## config.mk

```make
export PLATFORM = sky130hd
export DESIGN_NAME = length_prefixed_frame_extractor
export DESIGN_NICKNAME = d
export VERILOG_FILES = /design/src/sv/lpfe_pkg.sv /design/src/sv/length_prefixed_frame_extractor.sv /design/src/sv/lpfe_core.sv
export SDC_FILE = /design/constraint.sdc
export NUM_CORES = 1
export LEC_CHECK = 0
export BUFFER_PORTS_ARGS = -buffer_cell sky130_fd_sc_hd__buf_2
export CAP_MARGIN = 20
export CORE_MARGIN = 4
export CORE_UTILIZATION = 60
export CTS_CLUSTER_SIZE = 8
export DETAILED_ROUTE_END_ITERATION = 7
export PLACE_DENSITY = 0.9
export SLEW_MARGIN = 20
export SYNTH_ARGS = -nofsm -noshare
export SYNTH_HDL_FRONTEND = slang
export SYNTH_SLANG_ARGS = --single-unit
```

## constraint.sdc

```tcl
create_clock -name clk_i -period 6.2 [get_ports clk_i]
set_input_delay 1.24 -clock clk_i [delete_from_list [all_inputs] [get_ports clk_i]]
set_output_delay 1.24 -clock clk_i [all_outputs]
set_load 0.02 [all_outputs]
```

## src/sv/lpfe_pkg.sv

```systemverilog
package lpfe_pkg;

  // Register limits
  localparam int unsigned CfgWidth = 17;
  localparam logic [CfgWidth-1:0] MaxTotalCap   = 17'd65536;
  localparam logic [CfgWidth-1:0] MaxTotalReset = 17'd16384;

  // Header length word occupies four bytes
  localparam logic [17:0] HeaderBytes = 18'd4;

  // Kind of a result transaction
  typedef enum logic {
    KIND_PAYLOAD = 1'b0,
    KIND_RESYNC  = 1'b1
  } kind_e;

  // One result transaction
  typedef struct packed {
    logic [7:0]  out_byte;
    kind_e       kind;
    logic        first_of_frame;
    logic        last_of_frame;
    logic [15:0] payload_len;
  } res_t;

endpackage

```

## src/sv/length_prefixed_frame_extractor.sv

```systemverilog
// A result is registered in the output register, or in the skid register while the output register is stalled.
// Throughput: one byte per cycle; input stall is raised only while the skid
// register holds a result behind a stalled output register.
// Reset (rst_ni, async, active low) empties the window, leaves any frame,
// clears the output stage and sets max_total_len to 16384.
module length_prefixed_frame_extractor (
  input  logic                          clk_i,
  input  logic                          rst_ni,
  input  logic                          cfg_we_i,
  input  logic [lpfe_pkg::CfgWidth-1:0] cfg_wdata_i,
  input  logic                          in_valid_i,
  output logic                          in_stall_o,
  input  logic [7:0]                    data_byte_i,
  output logic                          out_valid_o,
  input  logic                          out_stall_i,
  output logic [7:0]                    out_byte_o,
  output logic                          kind_o,
  output logic                          first_of_frame_o,
  output logic                          last_of_frame_o,
  output logic [15:0]                   payload_len_o
);

  logic           take;
  logic           res_valid;
  lpfe_pkg::res_t res;
  logic           out_valid_q, skid_valid_q;
  lpfe_pkg::res_t out_q, skid_q;
  logic           out_pop;

  assign in_stall_o = skid_valid_q;
  assign take       = in_valid_i && !skid_valid_q;
  assign out_pop    = out_valid_q && !out_stall_i;

  lpfe_core u_core (
    .clk_i       (clk_i),
    .rst_ni      (rst_ni),
    .cfg_we_i    (cfg_we_i),
    .cfg_wdata_i (cfg_wdata_i),
    .take_i      (take),
    .data_byte_i (data_byte_i),
    .res_valid_o (res_valid),
    .res_o       (res)
  );

  // Output register with skid stage
  always_ff @(posedge clk_i or negedge rst_ni) begin
    if (!rst_ni) begin
      out_valid_q  <= 1'b0;
      skid_valid_q <= 1'b0;
    end else if (skid_valid_q) begin
      if (out_pop) begin
        skid_valid_q <= 1'b0;
      end
    end else if (res_valid) begin
      if (!out_valid_q || out_pop) begin
        out_valid_q <= 1'b1;
      end else begin
        skid_valid_q <= 1'b1;
      end
    end else if (out_pop) begin
      out_valid_q <= 1'b0;
    end
  end

  always_ff @(posedge clk_i) begin
    if (skid_valid_q) begin
      if (out_pop) begin
        out_q <= skid_q;
      end
    end else if (res_valid) begin
      if (!out_valid_q || out_pop) begin
        out_q <= res;
      end else begin
        skid_q <= res;
      end
    end
  end

  assign out_valid_o      = out_valid_q;
  assign out_byte_o       = out_q.out_byte;
  assign kind_o           = out_q.kind;
  assign first_of_frame_o = out_q.first_of_frame;
  assign last_of_frame_o  = out_q.last_of_frame;
  assign payload_len_o    = out_q.payload_len;

  // Skid holds data only behind a full output register
  a_skid_behind_out: assert property (@(posedge clk_i) disable iff (!rst_ni)
    skid_valid_q |-> out_valid_q)
    else $error("skid register full while output register empty");

  a_skid_fill_cause: assert property (@(posedge clk_i) disable iff (!rst_ni)
    $rose(skid_valid_q) |-> $past(out_valid_q && out_stall_i))
    else $error("skid filled without a stalled output");

  a_skid_hold: assert property (@(posedge clk_i) disable iff (!rst_ni)
    (skid_valid_q && out_stall_i) |=> skid_valid_q)
    else $error("skid transaction lost while output stalled");

endmodule

```

## src/sv/lpfe_core.sv

```systemverilog
module lpfe_core (
  input  logic                           clk_i,
  input  logic                           rst_ni,
  input  logic                           cfg_we_i,
  input  logic [lpfe_pkg::CfgWidth-1:0]  cfg_wdata_i,
  input  logic                           take_i,
  input  logic [7:0]                     data_byte_i,
  output logic                           res_valid_o,
  output lpfe_pkg::res_t                 res_o
);

  logic [lpfe_pkg::CfgWidth-1:0] max_len_q;
  logic [31:0] win_q, win_d;
  logic [1:0]  fill_q, fill_d;
  logic        in_payload_q, in_payload_d;
  logic [15:0] bytes_left_q, bytes_left_d;
  logic [15:0] frame_len_q, frame_len_d;

  logic [31:0] win_ins;
  logic [lpfe_pkg::CfgWidth-1:0] cap;
  logic        hdr_ok;

  // Config register
  always_ff @(posedge clk_i or negedge rst_ni) begin
    if (!rst_ni) begin
      max_len_q <= lpfe_pkg::MaxTotalReset;
    end else if (cfg_we_i) begin
      max_len_q <= cfg_wdata_i;
    end
  end

  // Place the new byte above those already held
  always_comb begin
    win_ins = win_q;
    for (int i = 0; i < 4; i++) begin
      if (fill_q == 2'(i)) begin
        win_ins[8*i +: 8] = data_byte_i;
      end
    end
  end

  // Header test: 1 <= length <= cap - 4, cap clamped to 65536
  assign cap = (max_len_q > lpfe_pkg::MaxTotalCap) ? lpfe_pkg::MaxTotalCap : max_len_q;
  assign hdr_ok = (win_ins[31:16] == 16'd0) && (win_ins[15:0] != 16'd0) &&
                  (({2'b00, win_ins[15:0]} + lpfe_pkg::HeaderBytes) <= {1'b0, cap});

  // Next state and result
  always_comb begin
    win_d        = win_q;
    fill_d       = fill_q;
    in_payload_d = in_payload_q;
    bytes_left_d = bytes_left_q;
    frame_len_d  = frame_len_q;
    res_valid_o  = 1'b0;
    res_o        = '0;
    if (take_i) begin
      if (in_payload_q) begin
        // Pass payload byte with marks
        res_valid_o          = 1'b1;
        res_o.out_byte       = data_byte_i;
        res_o.kind           = lpfe_pkg::KIND_PAYLOAD;
        res_o.first_of_frame = (bytes_left_q == frame_len_q);
        res_o.last_of_frame  = (bytes_left_q <= 16'd1);
        res_o.payload_len    = frame_len_q;
        bytes_left_d = (bytes_left_q != 16'd0) ? bytes_left_q - 16'd1 : 16'd0;
        if (bytes_left_q <= 16'd1) begin
          in_payload_d = 1'b0;
        end
      end else if (fill_q != 2'd3) begin
        // Collect header byte
        win_d  = win_ins;
        fill_d = fill_q + 2'd1;
      end else if (hdr_ok) begin
        // Start a frame
        win_d        = '0;
        fill_d       = 2'd0;
        in_payload_d = 1'b1;
        frame_len_d  = win_ins[15:0];
        bytes_left_d = win_ins[15:0];
      end else begin
        // Drop the oldest header byte and report it
        res_valid_o    = 1'b1;
        res_o.out_byte = win_ins[7:0];
        res_o.kind     = lpfe_pkg::KIND_RESYNC;
        win_d          = {8'd0, win_ins[31:8]};
        fill_d         = 2'd3;
      end
    end
  end

  always_ff @(posedge clk_i or negedge rst_ni) begin
    if (!rst_ni) begin
      win_q        <= '0;
      fill_q       <= '0;
      in_payload_q <= 1'b0;
      bytes_left_q <= '0;
      frame_len_q  <= '0;
    end else begin
      win_q        <= win_d;
      fill_q       <= fill_d;
      in_payload_q <= in_payload_d;
      bytes_left_q <= bytes_left_d;
      frame_len_q  <= frame_len_d;
    end
  end

  // A frame in progress always has bytes left and an empty window
  a_payload_left: assert property (@(posedge clk_i) disable iff (!rst_ni)
    in_payload_q |-> (bytes_left_q != 16'd0) && (fill_q == 2'd0))
    else $error("frame active with no bytes left or a partial window");

  a_left_bound: assert property (@(posedge clk_i) disable iff (!rst_ni)
    in_payload_q |-> (bytes_left_q <= frame_len_q))
    else $error("bytes left exceed frame length");

  a_resync_fill: assert property (@(posedge clk_i) disable iff (!rst_ni)
    (res_valid_o && res_o.kind == lpfe_pkg::KIND_RESYNC) |=> (fill_q == 2'd3))
    else $error("window not refilled to three bytes after resync drop");

endmodule

```

==> results of run 1 <==
==> flip-flops by register name, summed over array words and instances, names as in the netlist, 2 cells and up <==
signal               count
u_core.win_q            32
u_core.fill_q            2
skid_q                  27
u_core.max_len_q        17
out_byte_o               8
u_core.bytes_left_q     16
payload_len_o           16
u_core.frame_len_q      16
==> area by class of cell <==
| class | count | area (sq um) |
|---|---|---|
| clock buffer | 20 | 456.7 |
| clock inverter | 12 | 138.9 |
| fill | 896 | 3900 |
| inverter | 18 | 67.56 |
| multi-input combinational | 494 | 3643 |
| sequential | 140 | 3775 |
| tap | 172 | 215.2 |
| timing repair buffer | 68 | 371.6 |
==> critical path, cell delays in order, from the launching register on <==
cell and delay (ns):
dfrtp_1 0.43, inv_1 0.16, ha_1 0.66, mux2i_1 0.64, inv_1 0.23, ha_1 0.30, nand4_1 0.18, nor2_1 0.09
xnor2_1 0.13, ha_1 0.31, nand4_1 0.14, or3_1 0.34, or2_1 0.26, o31a_1 0.18, nor3_4 0.68, buf_4 0.27
mux2i_1 0.22
==> through the flow <==
| stage | hold WS (ns) | instances | worst slack (ns) | util | total power (uW) |
|---|---|---|---|---|---|
| after floorplan | 0.4539 | 693 | 0.7400 | - | 3078 |
| after global placement | 0.4693 | 892 | 1.197 | 0.6420 | 3564 |
| after detailed placement | 0.4727 | 892 | 1.021 | 0.6420 | 3665 |
| after CTS | 0.4916 | 924 | 1.043 | 0.6894 | 4699 |
| after global routing | 0.5109 | 924 | 0.6750 | 0.6897 | 5000 |
| final | 0.4920 | 924 | 0.8843 | 0.6897 | 4727 |
==> how the worst max path moves through the flow <==
stage,cells past startpoint,slack (ns),to,startpoint
after detailed placement,15,1.02,payload_len_o[15]$_DFFE_PP_,data_byte_i[3]
after floorplan,14,0.74,skid_q[0]$_DFFE_PP_,data_byte_i[2]
after global routing,16,0.67,u_core.frame_len_q[5]$_DFFE_PN0P_,u_core.fill_q[0]$_DFFE_PN0P_
after CTS,16,1.04,u_core.frame_len_q[5]$_DFFE_PN0P_,u_core.fill_q[0]$_DFFE_PN0P_
final,16,0.88,u_core.frame_len_q[5]$_DFFE_PN0P_,u_core.fill_q[0]$_DFFE_PN0P_
after global placement,15,1.20,payload_len_o[15]$_DFFE_PP_,data_byte_i[3]
==> synthesized netlist by cell type (all sizes together) (2+ instances only) <==
library cell,n,area share
a32oi,3,0.0034
buf,12,0.013
a221oi,4,0.0062
nor3b,3,0.0029
nor2b,3,0.0024
and3,12,0.0098
mux2,47,0.071
inv,17,0.0083
o32a,2,0.0026
edfxtp,54,0.21
nand2,67,0.033
o21ai,31,0.021
or3,3,0.0024
xnor2,10,0.011
o211ai,48,0.057
mux2i,24,0.035
o21a,2,0.0020
ha,26,0.042
nor2,50,0.024
nand4b,2,0.0023
nand2b,4,0.0036
o311ai,3,0.0034
nor4,18,0.017
a21o,19,0.019
a22oi,5,0.0049
xor2,18,0.021
a21oi,25,0.018
nand4,4,0.0033
or2,2,0.0016
a31oi,2,0.0016
o22ai,2,0.0016
nor3,16,0.013
dfrtp,85,0.28
clkbuf,29,0.014
and2,11,0.0090
nand3,15,0.0098
==> power by group <==
part	total [uW]	internal, uW	leakage [uW]	switching [uW]
registers	1620	1290	0.00153	324
clock network	1010	617	0.000280	397
logic	2100	804	0.00181	1290
==> logic make-up (layout without fill, tap and decap cells) <==
kind of cell | Yosys count | after routing | share of synthesized area
and+or+nand+nor | 213 | 213 | 0.1380
AOI/OAI and AO/OA | 156 | 156 | 0.1538
DFF | 140 | 140 | 0.4917
muxes | 71 | 71 | 0.1064
buffers and inverters | 59 | 118 | 0.03569
xor gates and xnor gates | 28 | 28 | 0.03194
adders and majority gates | 26 | 26 | 0.04237
==> metal layers <==
metal / routed length [microns] / global-route usage / part of all wire
met1: 7910 / 0.3634 / 0.41
met5: 0 / 0 / 0
met4: 483 / 0.09348 / 0.025
met3: 1697 / 0.07879 / 0.089
met2: 9032 / 0.4293 / 0.47
==> metrics, run 1 <==
CTS Buffer Depth 2; post-CTS resize count 0; Tcrit/Tclk final 0.8574; post-synthesis sequential area ratio 0.4917; relative slew slack 0.2912; EDFF count, synth 54; hold buffers post-CTS 0; postcts setup bufs 0; largest net degree at the start of global routing 81; final setup fails 0; post-DP HPWL 13360 microns; clock latency at the later pin of the worst-skew pair 0.43 ns; Worst R2R Setup Slack 0.88 ns; IO Port Bufs 58; GPL Wtd Cong 0.9258; Syn-to-layout area delta 12.91%; global-route wire length before repair 30830 microns; Post-Layout Inst Area 0.008668 sq mm; clock skew 0.008570 ns; Post-Syn Area per Cell 11.08 sq um; routed via count 5922; WL/cell 20.70 microns; Hold WC Path Type register to register; clock slew at reported path FFs 0.06 ns; vias in the first global route 5826; WL final 19120 microns; critical path peak fanout 14; Post-DRT Antenna Nets 0; hold path start u_core.win_q[26]$_DFFE_PN0P_; initial antenna violation count 0; Tightest Pin Transition 1.063 ns; number of synthesized register bits 140; Sink Count 140; Clock Tree Root clkbuf_16; PwrDens 545.3 mW/mm^2; drt first-iter violations 708; total track usage 0.2726; Core Rows 41; Final Max Slew Viols 0; share of cells above drive strength 1 0.2407; crit path kind register to register; DIE AREA 0.01467 sq mm; syn_nets 749; top_reg_cell synth dfrtp_1; DR vias/cell 6.409; most common cell after layout, fill and taps aside dfrtp_1; static leakage 0.003628 uW; CP Data Arrival Time 5.65 ns; FF-to-FF End u_core.frame_len_q[5]$_DFFE_PN0P_; IO Pins 59; startpoint class of the critical path register; post-place instance area 0.008069 sq mm; H-tree levels 4; gate count after technology mapping 693; RSZ-0062 raised after global routing no; Distinct cells, synth 67; status completed; Nets 795; core area 0.01257 sq mm; final setup TNS 0 ns; max-cap violations 0; diode count 0; most frequent cells in the layout 85 x dfrtp_1, 67 x nand2_1, 57 x buf_2; Critical Path Sink Type register; grt ovf 0; Starting Density 0.6109; die height 121.1 microns; Yosys warnings 0; TritonCTS clock tree done; Hold Crit Depth 1; worst reg2reg path depth 16; TritonCTS Buffers 17; Worst R2R Start u_core.fill_q[0]$_DFFE_PN0P_; peak supply drop 0.3160 mV; # DRC 0; ys async rst share 0.6143; Chip Width 121.1 microns; fmax 188.1 MHz; cell area after synthesis 0.007677 sq mm; Critical Path RT 6.54 ns; TritonRoute pass-1 iters 5; Fin. Hold Viols 0; sink of the worst hold path u_core.win_q[26]$_DFFE_PN0P_; Final min period 5.316 ns
(Power assumes the default switching activity.)
==> inputs of run 2 (changes only) <==
Settings changed: CORE_ASPECT_RATIO from default to 1.4, CORE_MARGIN 4 to default.
==> metrics, run 2 (synthesis gave the netlist of run 1 again) <==
status finished with violations; violated checks design-rule violations; Tcrit/Tclk final 0.8811 (+0.02374); DIE AREA 0.01326 sq mm (-9.6%); TritonCTS Buffers 17 (unchanged); most common cell after layout, fill and taps aside dfrtp_1; max-cap violations 0 (unchanged); global-route wire length before repair 30910 microns (+0.27%); Fin. Hold Viols 0 (unchanged); peak supply drop 0.2993 mV (-5.3%); CTS Buffer Depth 2 (unchanged); H-tree levels 4 (unchanged); drt first-iter violations 487 (-31%); share of cells above drive strength 1 0.2454 (+0.004667); core area 0.01243 sq mm (-1.1%); Final WS setup 0.7371 ns (-0.1472 ns); crit path kind register to register; Clock Tree Root clkbuf_16; Critical Path Source u_core.fill_q[0]$_DFFE_PN0P_; Syn-to-layout area delta 13.12%; WP depth 16 (unchanged); CP Data Arrival Time 5.60 ns (-0.05 ns); Nets 797 (+0.25%); Final min period 5.463 ns (+0.1472 ns); register name with the most flops u_core.win_q; GPL Wtd Cong 0.9986 (+7.9%); PwrDens 553.9 mW/mm^2 (+1.6%); area of the multi-input gates 0.003643 sq mm (unchanged); post-DP HPWL 13810 microns (+3.4%); Starting Density 0.6176 (+0.006701); clock slew at reported path FFs 0.06 ns (about the same); Worst R2R Setup Slack 0.74 ns (-0.15 ns); Sink Count 140 (unchanged); CP Cell Sequence inv_1, ha_1, mux2i_1, inv_1, ha_1, nand4_1, nor2_1, xnor2_1, ha_1, nand4_1, or3_1, a31oi_1, o31a_1, o21ai_2, a221oi_4, buf_12; routed via count 5939 (+0.29%); Core Rows 48 (+17%); Worst R2R Start u_core.fill_q[0]$_DFFE_PN0P_; Critical Path Sink Type register; postcts setup bufs 0 (unchanged); critical path peak fanout 17 (+3); die height 135.8 microns (+12%); static leakage 0.003647 uW (+0.53%); hold_ws 0.4850 ns (-0.007021 ns); DR vias/cell 6.570 (+2.5%); final setup TNS 0 ns (unchanged); CP max-delay cell ha_1; worst reg2reg path depth 16 (unchanged); grt ovf 0 (unchanged); clock latency at the later pin of the worst-skew pair 0.43 ns (about the same); total track usage 0.3055 (+0.03288); FF-to-FF End out_byte_o[0]$_DFFE_PP_; Critical Path RT 6.33 ns (-0.21 ns); most used cell, CP ha_1; largest net degree at the start of global routing 75 (-7.4%); # DRC 5 (+5); TritonCTS clock tree done; most frequent cells in the layout 84 x dfrtp_1, 67 x nand2_1, 57 x buf_2; WL/cell 21.77 microns (+5.2%); initial antenna violation count 0 (unchanged); post-CTS resize count 0 (unchanged); max FFs per register 32 (unchanged); Tightest Pin Transition 0.9606 ns (-0.1026 ns); Largest regs u_core.win_q x32, skid_q x27, u_core.max_len_q x17; final setup fails 0 (unchanged); CP top delay family compound AO/OA/AOI/OAI gates; IO Pins 59 (unchanged); Hold WC Path Type register to register; RSZ-0062 raised after global routing no; Worst Setup EP out_byte_o[0]$_DFFE_PP_; Final Max Slew Viols 0 (unchanged); fmax 183.1 MHz (-2.7%); FF/Latch Area 0.003776 sq mm (about the same); TritonRoute pass-1 iters 7 (+2); WL final 19680 microns (+2.9%); Post-DRT Antenna Nets 0 (unchanged); vias in the first global route 6016 (+3.3%); fillers 873 (-2.6%); startpoint class of the critical path register; Util after Layout 0.6986 (+0.008875); Chip Width 97.60 microns (-19%); Power Total 4810 uW (+1.8%); relative slew slack 0.3596 (+0.06842); clock skew 0.008978 ns (+0.0004084 ns); pre-CTS WS 0.8079 ns (-0.2135 ns); hold buffers post-CTS 0 (unchanged); CP peak stage delay 0.66 ns (-0.02 ns); diode count 0 (unchanged); CP Buf/Inv Count 3 (unchanged); IO Port Bufs 58 (unchanged)
## run 2: stage by stage
| step | instances | cell area (sq um) |
|---|---|---|
| 6_report | 904 | 8685 |
| 3_5_place_dp | 872 | 8069 |
| 4_1_cts | 904 | 8683 |
| 3_3_place_gp | 872 | 8069 |
| 5_1_grt | 904 | 8685 |
| 2_1_floorplan | 693 | 7677 |
## run 2: worst min-delay path by stage
stage | slack, ns | end | depth (start not counted) | startpoint
2_1_floorplan | 0.45 | u_core.win_q[24]$_DFFE_PN0P_ | 1 | u_core.win_q[24]$_DFFE_PN0P_
3_3_place_gp | 0.47 | u_core.win_q[28]$_DFFE_PN0P_ | 1 | u_core.win_q[28]$_DFFE_PN0P_
3_5_place_dp | 0.47 | u_core.win_q[28]$_DFFE_PN0P_ | 1 | u_core.win_q[28]$_DFFE_PN0P_
4_1_cts | 0.49 | u_core.win_q[28]$_DFFE_PN0P_ | 1 | u_core.win_q[28]$_DFFE_PN0P_
5_1_grt | 0.50 | u_core.win_q[28]$_DFFE_PN0P_ | 1 | u_core.win_q[28]$_DFFE_PN0P_
6_report | 0.48 | u_core.win_q[28]$_DFFE_PN0P_ | 1 | u_core.win_q[28]$_DFFE_PN0P_
## run 2: report_power, final
| part | total [uW] | switching, uW | internal, uW | leakage [uW] |
|---|---|---|---|---|
| clock network | 1060 | 421 | 639 | 0.000288 |
| registers | 1600 | 305 | 1290 | 0.00153 |
| logic | 2150 | 1330 | 824 | 0.00183 |
| total | 4810 | 2050 | 2760 | 0.00365 |
## run 2: layer usage
metal | part of all wire | track usage | vias up | wire length (microns)
met5 | 0 | 0 | - | 0
met4 | 0.053 | 0.1936 | 0 | 1052
met3 | 0.065 | 0.05913 | 81 | 1270
met2 | 0.50 | 0.5327 | 298 | 9897
met1 | 0.38 | 0.3450 | 2898 | 7464
li1 | - | - | 2662 | -
## run 2: layout make-up
cell class | instances | area share
inverters | 18 | 0.007780
clock buffers | 17 | 0.04898
clock inverters | 15 | 0.02175
repair buffers | 70 | 0.04553
multi-input cells | 494 | 0.4195
well taps | 150 | 0.02161
flip-flops and latches | 140 | 0.4348
